**config.mk**
```make
export PLATFORM = sky130hd
export DESIGN_NAME = ogtr_ctrl
export DESIGN_NICKNAME = d
export VERILOG_FILES = /design/src/design/ogtr_pkg.sv /design/src/design/ogtr_ctrl.sv
export SDC_FILE = /design/constraint.sdc
export NUM_CORES = 1
export LEC_CHECK = 0
export ABC_AREA = 0
export ABC_CLOCK_PERIOD_IN_PS = 2400
export BUFFER_PORTS_ARGS = -buffer_cell sky130_fd_sc_hd__buf_2
export CAP_MARGIN = 20
export CORE_MARGIN = 3
export CORE_UTILIZATION = 51
export DETAILED_ROUTE_END_ITERATION = 16
export PLACE_DENSITY = 0.79
export SLEW_MARGIN = 0
export SYNTH_ARGS = -nofsm -noshare
export SYNTH_HDL_FRONTEND = slang
export SYNTH_SLANG_ARGS = --single-unit
export TNS_END_PERCENT = 100
```
**constraint.sdc**
```tcl
create_clock -name clk_i -period 2.4 [get_ports clk_i]
set_input_delay 0.24 -clock clk_i [delete_from_list [all_inputs] [get_ports clk_i]]
set_output_delay 0.24 -clock clk_i [all_outputs]
set_load 0.05 [all_outputs]
```
**src/design/ogtr_pkg.sv**
```systemverilog
// Shared types, widths and constants of the occupancy grid tile resampler.
`timescale 1ns / 1ps

package ogtr_pkg;

  localparam int DEF_GRID_CAPACITY = 65536;
  localparam int DEF_MAX_TILE_SIDE = 1024;

  localparam int CFG_W  = 11;
  localparam int PIX_W  = 10;
  localparam int CELL_W = 8;
  localparam int COL_W  = 8;
  localparam int KIND_W = 2;
  localparam int CIDX_W = 2;
  localparam int Q_W    = CFG_W;
  localparam int PROD_W = PIX_W + CFG_W;
  localparam int ROW_W  = 2 * CFG_W;
  localparam int IDX_W  = ROW_W + 1;
  localparam int CNT_W  = $clog2(Q_W);

  localparam logic [KIND_W-1:0] KIND_APPEND = 2'd0;
  localparam logic [KIND_W-1:0] KIND_RENDER = 2'd1;
  localparam logic [KIND_W-1:0] KIND_CLEAR  = 2'd2;

  localparam logic [CIDX_W-1:0] CFG_GRID_WIDTH  = 2'd0;
  localparam logic [CIDX_W-1:0] CFG_GRID_HEIGHT = 2'd1;
  localparam logic [CIDX_W-1:0] CFG_TILE_SIZE   = 2'd2;

  localparam logic [CFG_W-1:0] MIN_TILE      = 11'd32;
  localparam logic [CFG_W-1:0] DEF_TILE      = 11'd256;
  localparam logic [COL_W-1:0] UNKNOWN_GREY  = 8'd127;
  localparam logic [COL_W-1:0] UNKNOWN_ALPHA = 8'd220;
  localparam logic [COL_W-1:0] KNOWN_ALPHA   = 8'd255;
  localparam logic [COL_W-1:0] FULL_WHITE    = 8'd255;
  localparam logic [CELL_W-1:0] OCC_MAX      = 8'd100;

  typedef struct packed {
    logic [KIND_W-1:0]        kind;
    logic signed [CELL_W-1:0] cell_value;
    logic [PIX_W-1:0]         pixel_x;
    logic [PIX_W-1:0]         pixel_y;
  } in_item_t;

  typedef struct packed {
    logic [COL_W-1:0] red;
    logic [COL_W-1:0] green;
    logic [COL_W-1:0] blue;
    logic [COL_W-1:0] alpha;
    logic             no_tile;
  } out_item_t;

  typedef struct packed {
    logic latch;
    logic append;
    logic clear;
    logic mul_x;
    logic div_start;
    logic mul_y;
    logic index;
    logic addr;
    logic read;
    logic load_out;
  } ogtr_cmd_t;

  typedef struct packed {
    logic none;
    logic div_done;
    logic out_free;
  } ogtr_sts_t;

endpackage

```
**src/design/ogtr_ctrl.sv**
```systemverilog
// Controller state machine that sequences appends, clears and pixel renders.
`timescale 1ns / 1ps

module ogtr_ctrl (
  input  logic                        clk_i,
  input  logic                        rst_ni,
  input  logic                        in_valid_i,
  input  logic [ogtr_pkg::KIND_W-1:0] kind_i,
  output logic                        in_stall_o,
  input  ogtr_pkg::ogtr_sts_t         sts_i,
  output ogtr_pkg::ogtr_cmd_t         cmd_o
);

  typedef enum logic [10:0] {
    S_IDLE  = 11'b00000000001,
    S_MULX  = 11'b00000000010,
    S_STX   = 11'b00000000100,
    S_DIVX  = 11'b00000001000,
    S_MULY  = 11'b00000010000,
    S_STY   = 11'b00000100000,
    S_DIVY  = 11'b00001000000,
    S_INDEX = 11'b00010000000,
    S_ADDR  = 11'b00100000000,
    S_READ  = 11'b01000000000,
    S_DONE  = 11'b10000000000
  } state_e;

  state_e state_q, state_d;

  always_comb begin
    state_d = state_q;
    cmd_o   = '0;
    case (state_q)
      S_IDLE: begin
        if (in_valid_i) begin
          case (kind_i)
            ogtr_pkg::KIND_APPEND: cmd_o.append = 1'b1;
            ogtr_pkg::KIND_CLEAR:  cmd_o.clear  = 1'b1;
            ogtr_pkg::KIND_RENDER: begin
              cmd_o.latch = 1'b1;
              state_d     = S_MULX;
            end
            default: ;
          endcase
        end
      end
      S_MULX: begin
        cmd_o.mul_x = 1'b1;
        state_d     = sts_i.none ? S_DONE : S_STX;
      end
      S_STX: begin
        cmd_o.div_start = 1'b1;
        state_d         = S_DIVX;
      end
      S_DIVX: begin
        if (sts_i.div_done) begin
          state_d = S_MULY;
        end
      end
      S_MULY: begin
        cmd_o.mul_y = 1'b1;
        state_d     = S_STY;
      end
      S_STY: begin
        cmd_o.div_start = 1'b1;
        state_d         = S_DIVY;
      end
      S_DIVY: begin
        if (sts_i.div_done) begin
          state_d = S_INDEX;
        end
      end
      S_INDEX: begin
        cmd_o.index = 1'b1;
        state_d     = S_ADDR;
      end
      S_ADDR: begin
        cmd_o.addr = 1'b1;
        state_d    = S_READ;
      end
      S_READ: begin
        cmd_o.read = 1'b1;
        state_d    = S_DONE;
      end
      S_DONE: begin
        if (sts_i.out_free) begin
          cmd_o.load_out = 1'b1;
          state_d        = S_IDLE;
        end
      end
      default: state_d = S_IDLE;
    endcase
  end

  always_ff @(posedge clk_i or negedge rst_ni) begin
    if (!rst_ni) begin
      state_q <= S_IDLE;
    end else begin
      state_q <= state_d;
    end
  end

  assign in_stall_o = (state_q != S_IDLE);

endmodule

```
==> metrics.yaml, run 1 <==
synth:
  synth_seq_cells: 11
  synth_cells: 82
  synthesis.area_um2: 777
  yosysWarnings: 0
  synthDominantCellAreaShare: 0.322
  synth_area_leaders: "dfrtp_1 32%, nor4_1 4.8%, nor4b_1 4.5%, nor3_1 3.9%, nor3b_1 3.9%"
  ys_types: 37
  avgSynthCellArea_um2: 9.48
  syn_nets: 90
  ys_seq_area_frac: 0.356
  synth_top_area_cell: "dfrtp_1"
die:
  die_w_um: 45.0
  rows: 13
  start_util: 0.569
  die_h_um: 45.0
  die_area_um2: 2030
  core_um2: 1370
  num_io_pins: 19
pwr:
  p_comb_frac: 0.414
  internal-power_uw: 358
  clockPowerShare: 0.203
  switching_share: 0.388
  p_per_area_nw_per_um2: 577
  leakagePower_uw: 0.000475
  power.switching_uw: 227
  peakVddDrop_mv: 0.332
  power_uw: 585
  seq_power_share: 0.383
layout:
  final_cell_area_um2: 1010
  ff_latch_area_um2: 280
  final_common_cell: "buf_2"
  largest_register_ffs: 11
  n_antenna_cell: 0
  largestRegisters: "state_q (11)"
  layout_common_cells: "15 x buf_2, 10 x buf_4, 7 x dfrtp_1"
  nNetsFinal: 117
  largest_register: "state_q"
  area_delta_synth_final_pct: 30.6
  nFillCells: 106
  multi_input_area_um2: 499
  drive_gt1_frac: 0.444
route:
  wl_per_cell_um: 15.4
  vias: 766
  first_iter_violations: 17
  drc: 0
  routed_wl_um: 1890
  first_pass_iters: 4
  postRouteAntennaNets: 0
  vias_per_cell: 6.23
sta:
  hold_viol: 0
  relSlewSlack: 0.724
  report.final.slew_viol_count: 0
  fmax_mhz: 432
  rsz0062_at_grt: "true"
  tightest_slew_ns: 0.403
  whs_ns: 0.135
  skew_ns: 0.000995
  period_minus_slack_ns: 2.31
  finalCritPeriodShare: 0.964
  setup_viol: 0
placement:
  dp.final_hpwl_um: 1350
  port_buffers: 18
  placed_area_um2: 883
  gp_congestion: 0.815
grt:
  grt_pass1_wl_um: 2900
  antenna_found_initial: 0
  grt-ovfl-total: 0
  grt.total_usage: 0.196
  grt_pass1_vias: 681
  grt_max_degree: 12
cts:
  numCtsBuffers: 3
  clockBufferDepth: 2
  clock_latency_ns: 0.26
  cts_root_buf: "clkbuf_4"
  clock_sinks: 11
  clk_pin_slew_worst_paths_ns: 0.06
  tritoncts: "done"
  h-tree-depth: 1
hold_path:
  whs_endpoint: "state_q[2]"
  whs_path_depth: 2
  hold_class: "in2reg"
  hold_path.startpoint: "sts_i[2]"
setup_path:
  startpoint_type: "register"
  crit_path_cell_trace: "or4_4, nor2_4, nand4_1, nor3b_2, buf_6"
  slowest_delay_ns: 0.57
  r2r_end: "state_q[6]"
  arrival_ns: 2.07
  path_class: "reg2out"
  endpoint_kind: "primary output"
  reg2reg_setup_slack_ns: 0.51
  cp_max_fo: 7
  crit_slowest_cell: "or4_4"
  timing.rr.start: "state_q[5]"
  crit_required_ns: 2.16
  worstRegToRegCells: 5
flow_run:
  drv_cap: 0
outcome:
  status: "finished, final reports clean"
power by group through the flow:
| stage | logic (uW) | registers (uW) | clock network, uW |
|---|---|---|---|
| 5_1_grt | 265 | 224 | 133 |
| 3_3_place_gp | 216 | 224 | 0 |
| 3_5_place_dp | 219 | 224 | 0 |
| 4_1_cts | 224 | 221 | 125 |
| 2_1_floorplan | 176 | 217 | 0 |
| 6_report | 242 | 224 | 119 |
cells in the mapped netlist (all sizes together):
| cell type | count |
|---|---|
| dfrtp | 10 |
| and4b | 2 |
| o41ai | 2 |
| o21ai | 3 |
| and3 | 1 |
| buf | 5 |
| or4b | 2 |
| inv | 2 |
| or4 | 2 |
| a2111oi | 1 |
| nand4b | 1 |
| nand3 | 2 |
| nand3b | 1 |
| a21bo | 1 |
| nand2 | 4 |
| o311ai | 1 |
| a22oi | 1 |
| nor4 | 6 |
| nor2b | 3 |
| clkbuf | 1 |
| a211o | 1 |
| nor4b | 5 |
| xor2 | 2 |
| nor3 | 6 |
| nand4 | 3 |
| or3 | 1 |
| nor2 | 6 |
| nor3b | 4 |
| dfstp | 1 |
| o22a | 1 |
| nand2b | 1 |
worst max-delay path, delay by kind of cell (launching register included):
| kind | cells | cell delay [ns] |
|---|---|---|
| DFF | 1 | 0.44 |
| buffers and inverters | 1 | 0.18 |
| and+or+nand+nor | 4 | 1.19 |
stage by stage:
| step | utilization | cells | TNS (ns) | worst slack (ns) |
|---|---|---|---|---|
| final | 0.743 | 123 | 0 | 0.0860 |
| after global routing | 0.743 | 123 | -0.0825 | -0.0360 |
| after CTS | 0.680 | 117 | 0 | 0.00785 |
| after detailed placement | 0.647 | 112 | 0 | 0.237 |
| after global placement | 0.647 | 112 | 0 | 0.302 |
| after floorplan | - | 82 | -1.39 | -0.390 |
worst max-delay path by stage:
| stage | startpoint | end | slack [ns] |
|---|---|---|---|
| 2_1_floorplan | state_q[5] | cmd_o[9] | -0.39 |
| 3_3_place_gp | state_q[5] | cmd_o[9] | 0.30 |
| 3_5_place_dp | state_q[5] | cmd_o[9] | 0.24 |
| 4_1_cts | state_q[5] | cmd_o[9] | 0.008 |
| 5_1_grt | state_q[5] | cmd_o[7] | -0.04 |
| 6_report | state_q[5] | cmd_o[7] | 0.09 |
repair_timing:
action	CTS	global route
buffers inserted	0	6
gates resized for setup	5	9
pin swaps	1	5
hold buffers	1	0
setup endpoints to repair	3	5
hold endpoints to repair	10	0
final cells by class:
| type | instances | area share |
|---|---|---|
| clock buffer | 4 | 0.0259 |
| inverter | 2 | 0.00740 |
| multi-input combinational | 63 | 0.492 |
| sequential | 11 | 0.276 |
| tap | 15 | 0.0185 |
| timing repair buffer | 28 | 0.180 |
layer usage:
layer  GRT usage  part of all wire
met4      0.0585            0.0084
met1       0.265              0.44
met3      0.0717             0.067
met2       0.291              0.48
met5           0                 0
kinds of logic (layout without fill, tap and decap cells):
logic type                count (synthesis)  count (layout)  share of synthesized area
xor gates and xnor gates                  2               2                     0.0225
AOI/OAI and AO/OA                        11              11                      0.132
and+or+nand+nor                          50              50                      0.432
DFF                                      11              11                      0.356
buffers and inverters                     8              34                     0.0580
Power figures use the tool's default switching activity.
==> inputs of run 2 (changes only) <==
--- a/config.mk
+++ b/config.mk
@@ -6,13 +6,12 @@
 export NUM_CORES = 1
 export LEC_CHECK = 0
 export ABC_AREA = 0
-export ABC_CLOCK_PERIOD_IN_PS = 2400
 export BUFFER_PORTS_ARGS = -buffer_cell sky130_fd_sc_hd__buf_2
 export CAP_MARGIN = 20
 export CORE_MARGIN = 3
-export CORE_UTILIZATION = 51
+export CORE_UTILIZATION = 46
 export DETAILED_ROUTE_END_ITERATION = 16
-export PLACE_DENSITY = 0.79
+export PLACE_DENSITY = 0.75
 export SLEW_MARGIN = 0
 export SYNTH_ARGS = -nofsm -noshare
 export SYNTH_HDL_FRONTEND = slang
==> constraint.sdc (replaced) <==
create_clock -name clk_i -period 1.97 [get_ports clk_i]
set_input_delay 0.197 -clock clk_i [delete_from_list [all_inputs] [get_ports clk_i]]
set_output_delay 0.197 -clock clk_i [all_outputs]
set_load 0.05 [all_outputs]
==> run 2 against run 1 <==
Net effect:
- the flow now finishes with violations (setup timing)
- sequential share of layout area down 6.0 points
- clock power rose by 24%
- global-route usage grew 0.71 points
- count of clock-buffer cells in the layout stayed put
- cell area grew 28%
- hold slack worse by 0.053 ns
- clock skew grew 0.0067 ns
- largest power group unchanged
==> metrics.yaml, run 2 (same netlist as run 1, synthesis figures left out) <==
grt:
  grt.total_usage: 0.203
  grt_pass1_vias: 735
  antenna_found_initial: 0
  use_met3: 0.0575
  grtUsageMet2: 0.347
  grt-ovfl-total: 0
  grt_pass1_wl_um: 3150
  grt_max_degree: 12
  met1_usage: 0.258
  grt-busiest-layer: "met2"
cts:
  clock_sinks: 11
  clock_latency_ns: 0.27
  h-tree-depth: 1
  clockBufferDepth: 2
  tritoncts: "done"
  clk_pin_slew_worst_paths_ns: 0.07
  cts_root_buf: "clkbuf_4"
  numCtsBuffers: 3
setup_path:
  worst-path-buf-inv: 2
  crit_path_cell_trace: "or4_4, nor2_4, nand4_1, buf_6, nor3b_4, buf_6"
  path_class: "reg2out"
  cp.depth: 6
  crit_slowest_cell: "or4_4"
  crit_top_cell: "buf_6"
  crit_required_ns: 1.77
  slowest_delay_ns: 0.57
  arrival_ns: 1.94
  startpoint_type: "register"
  worstRegToRegCells: 7
  crit_family: "simple AND/OR/NAND/NOR gates"
  endpoint_kind: "primary output"
  cp_max_fo: 4
placement:
  gp_congestion: 0.821
  placed_area_um2: 1030
  dp.final_hpwl_um: 1460
  dp_slack_ns: 0.0308
  placed_cells: 124
  port_buffers: 18
layout:
  final_cells: 138
  ff_latch_area_um2: 280
  nFillCells: 89
  layout_common_cells: "19 x buf_4, 13 x buf_6, 7 x buf_2, 7 x dfrtp_1, 5 x nor3_1"
  largest_register_ffs: 11
  n_antenna_cell: 0
  nNetsFinal: 131
  area_delta_synth_final_pct: 66.7
  drive_gt1_frac: 0.574
  largestRegisters: "state_q (11)"
  multi_input_area_um2: 597
  largest_register: "state_q"
  final_cell_area_um2: 1290
  final_common_cell: "buf_4"
sta:
  fin_setup_tns_ns: -1.11
  rsz0062_at_grt: "true"
  tightest_slew_ns: 0.641
  report.final.slew_viol_count: 0
  fmax_mhz: 468
  period_minus_slack_ns: 2.13
  hold_viol: 0
  relSlewSlack: 0.562
  setup_ws_ns: -0.165
  finalCritPeriodShare: 1.08
  skew_ns: 0.00774
  setup_viol: 12
route:
  vias: 861
  vias_per_cell: 6.24
  first_pass_iters: 4
  routed_wl_um: 2320
  wl_per_cell_um: 16.8
  first_iter_violations: 13
  drc: 0
  postRouteAntennaNets: 0
hold_path:
  whs_path_depth: 2
  hold_class: "in2reg"
die:
  start_util: 0.504
  core_um2: 1540
  die_h_um: 47.1
  rows: 14
  die_w_um: 47.1
  die_area_um2: 2220
  num_io_pins: 19
outcome:
  violations: "setup timing"
  status: "finished with violations"
pwr:
  p_per_area_nw_per_um2: 667
  leakagePower_uw: 0.000589
  peakVddDrop_mv: 0.490
flow_run:
  drv_cap: 0
run 2: changes by cell type in the layout (fill, tap and decap cells not counted), sizes merged:
cell,change
buf,+14
run 2: area by class of cell:
type	count	share of cell area
Multi-Input combinational cell	63	0.461
Clock buffer	4	0.0203
Tap cell	16	0.0155
Inverter	2	0.00580
Sequential cell	11	0.216
Timing Repair Buffer	42	0.281
run 2: metrics by stage:
step | power [uW] | hold WS, ns | utilization
5_1_grt | 911 | 0.0833 | 0.840
4_1_cts | 773 | 0.0808 | 0.756
2_1_floorplan | 505 | -0.0986 | -
3_3_place_gp | 594 | 0.0703 | 0.670
6_report | 864 | 0.0822 | 0.840
3_5_place_dp | 600 | 0.0712 | 0.670
run 2: final timing paths:
check                            from          to  slack (ns)
max                        state_q[6]    cmd_o[7]       -0.16
min                          sts_i[2]  state_q[2]        0.08
max reg2reg                state_q[4]  state_q[4]       -0.08
min reg2reg                state_q[5]  state_q[8]        0.63
max in group asynchronous      rst_ni  state_q[0]        1.38
min in group asynchronous      rst_ni  state_q[9]        0.33
run 2: what timing repair did:
item	4_1_cts	5_1_grt
pin swaps	6	9
hold buffers	1	0
endpoints found under the hold margin	10	0
setup endpoints to repair	10	11
buffers inserted	2	7
resized for setup	24	19
run 2: power breakdown:
group	internal (uW)	total [uW]	leakage [uW]	switching (uW)
Clock	78.2	148	0.0000150	69.3
Sequential	246	269	0.000145	23.5
Combinational	199	447	0.000429	248
Total	523	864	0.000589	341
run 2: worst reg2reg max path, stage by stage, from the launching register on:
cell and delay (ns):
dfrtp_1 0.40, buf_6 0.12, buf_6 0.12, buf_4 0.14, or4b_4 0.51, o22a_4 0.26, o311ai_4 0.27, nor4_1 0.09
run 2: layer usage:
metal | share of wire | up-vias
met5 | 0 | -
met3 | 0.071 | 4
met4 | 0.0099 | 0
met2 | 0.52 | 32
met1 | 0.40 | 420
li1 | - | 405
==> inputs of run 3 (changes only) <==
--- a/config.mk
+++ b/config.mk
@@ -12,6 +12,7 @@
 export CORE_UTILIZATION = 46
 export DETAILED_ROUTE_END_ITERATION = 16
 export PLACE_DENSITY = 0.75
+export RECOVER_POWER = 25
 export SLEW_MARGIN = 0
 export SYNTH_ARGS = -nofsm -noshare
 export SYNTH_HDL_FRONTEND = slang
==> run 3 against run 2 <==
Net effect:
- the flow still finishes with violations (setup timing)
- clock power hardly changed
- clock skew hardly changed
- combinational power is essentially flat
- critical path type unchanged
==> metrics.yaml, run 3 (same netlist as run 1, synthesis figures left out) <==
outcome:
  status: "finished with violations"
  violations: "setup timing"
placement:
  dp.final_hpwl_um: 1460
  gp_congestion: 0.821
  placed_area_um2: 1030
  port_buffers: 18
cts:
  numCtsBuffers: 3
  clk_pin_slew_worst_paths_ns: 0.07
  clock_latency_ns: 0.27
  h-tree-depth: 1
  tritoncts: "done"
  clockBufferDepth: 2
  cts_root_buf: "clkbuf_4"
  clock_sinks: 11
die:
  core_um2: 1540
  num_io_pins: 19
  die_h_um: 47.1
  die_area_um2: 2220
  start_util: 0.504
  die_w_um: 47.1
  rows: 14
setup_path:
  endpoint_kind: "primary output"
  timing.rr.start: "state_q[4]"
  crit_start: "state_q[6]"
  startpoint_type: "register"
  crit_required_ns: 1.77
  crit_path_end: "cmd_o[7]"
  arrival_ns: 1.94
  r2r_end: "state_q[4]"
  path_class: "reg2out"
  worstRegToRegCells: 7
  reg2reg_setup_slack_ns: -0.08
  cp_max_fo: 4
layout:
  final_common_cell: "buf_4"
  n_antenna_cell: 0
  area_delta_synth_final_pct: 66.5
  drive_gt1_frac: 0.566
  layout_common_cells: "19 x buf_4, 13 x buf_6, 7 x dfrtp_1"
  largest_register_ffs: 11
  largest_register: "state_q"
  largestRegisters: "state_q (11)"
  nNetsFinal: 131
  multi_input_area_um2: 597
  nFillCells: 88
  final_cell_area_um2: 1290
  ff_latch_area_um2: 280
sta:
  tightest_slew_ns: 0.640
  fin_setup_tns_ns: -1.11
  report.final.slew_viol_count: 0
  fmax_mhz: 468
  setup_ws_ns: -0.165
  relSlewSlack: 0.562
  whs_ns: 0.0826
  period_minus_slack_ns: 2.13
  finalCritPeriodShare: 1.08
  skew_ns: 0.00764
  rsz0062_at_grt: "true"
  setup_viol: 12
  hold_viol: 0
pwr:
  power_uw: 864
  peakVddDrop_mv: 0.490
  p_per_area_nw_per_um2: 668
  leakagePower_uw: 0.000586
route:
  postRouteAntennaNets: 0
  wl_met1_um: 907
  dr_wl_met3_um: 182
  vias: 868
  maxUsedRoutingLayer: "met4"
  vias_per_cell: 6.29
  met2_length_um: 1200
  drc: 0
  first_iter_violations: 13
  first_pass_iters: 4
  routed_wl_um: 2310
  wl_per_cell_um: 16.8
grt:
  grt.total_usage: 0.203
  grt_max_degree: 12
  grt_pass1_wl_um: 3150
  grt-ovfl-total: 0
  grt_pass1_vias: 735
  antenna_found_initial: 0
flow_run:
  drv_cap: 0
hold_path:
  hold_path.startpoint: "sts_i[2]"
  hold_class: "in2reg"
[run 3: per-layer routing]
metal,track usage,up-vias
met4,0.0331,0
met5,0,-
li1,-,406
met2,0.347,37
met1,0.258,421
met3,0.0575,4
[run 3: cell type report]
cell class	instances	share of cell area
Timing Repair Buffer	42	0.280
Multi-Input combinational cell	63	0.461
Tap cell	16	0.0155
Sequential cell	11	0.217
Clock buffer	4	0.0203
Inverter	2	0.00580
[run 3: what timing repair did]
item | CTS | global route
hold endpoints to repair | 10 | 0
buffers inserted | 2 | 7
gates resized for setup | 24 | 19
hold buffers | 1 | 0
pin swaps | 6 | 9
setup endpoints to repair | 10 | 11
[run 3: report_power, final]
| part | total (uW) | leakage (uW) | switching [uW] | internal (uW) |
|---|---|---|---|---|
| clock network | 147 | 0.0000150 | 69.1 | 78.2 |
| registers | 269 | 0.000145 | 23.5 | 246 |
| logic | 447 | 0.000426 | 248 | 199 |
[run 3: worst min-delay path by stage]
stage                       end  cells after the start
floorplan           state_q[10]                      0
CTS                  state_q[2]                      2
finish               state_q[2]                      2
global placement    state_q[10]                      1
global route         state_q[2]                      2
detailed placement   state_q[9]                      1
[run 3: worst max-delay path, stage by stage (launching register included)]
cell     delay [ns]
dfrtp_1        0.38
or4_4          0.57
nor2_4         0.10
nand4_1        0.10
buf_6          0.16
nor3b_4        0.19
buf_6          0.18
[run 3: per-stage QoR]
stage          utilization  instances  worst slack, ns
2_1_floorplan            -         82           -0.251
3_3_place_gp         0.670        124           0.0484
3_5_place_dp         0.670        124           0.0308
4_1_cts              0.756        131           -0.157
5_1_grt              0.839        138           -0.287
6_report             0.839        138           -0.165
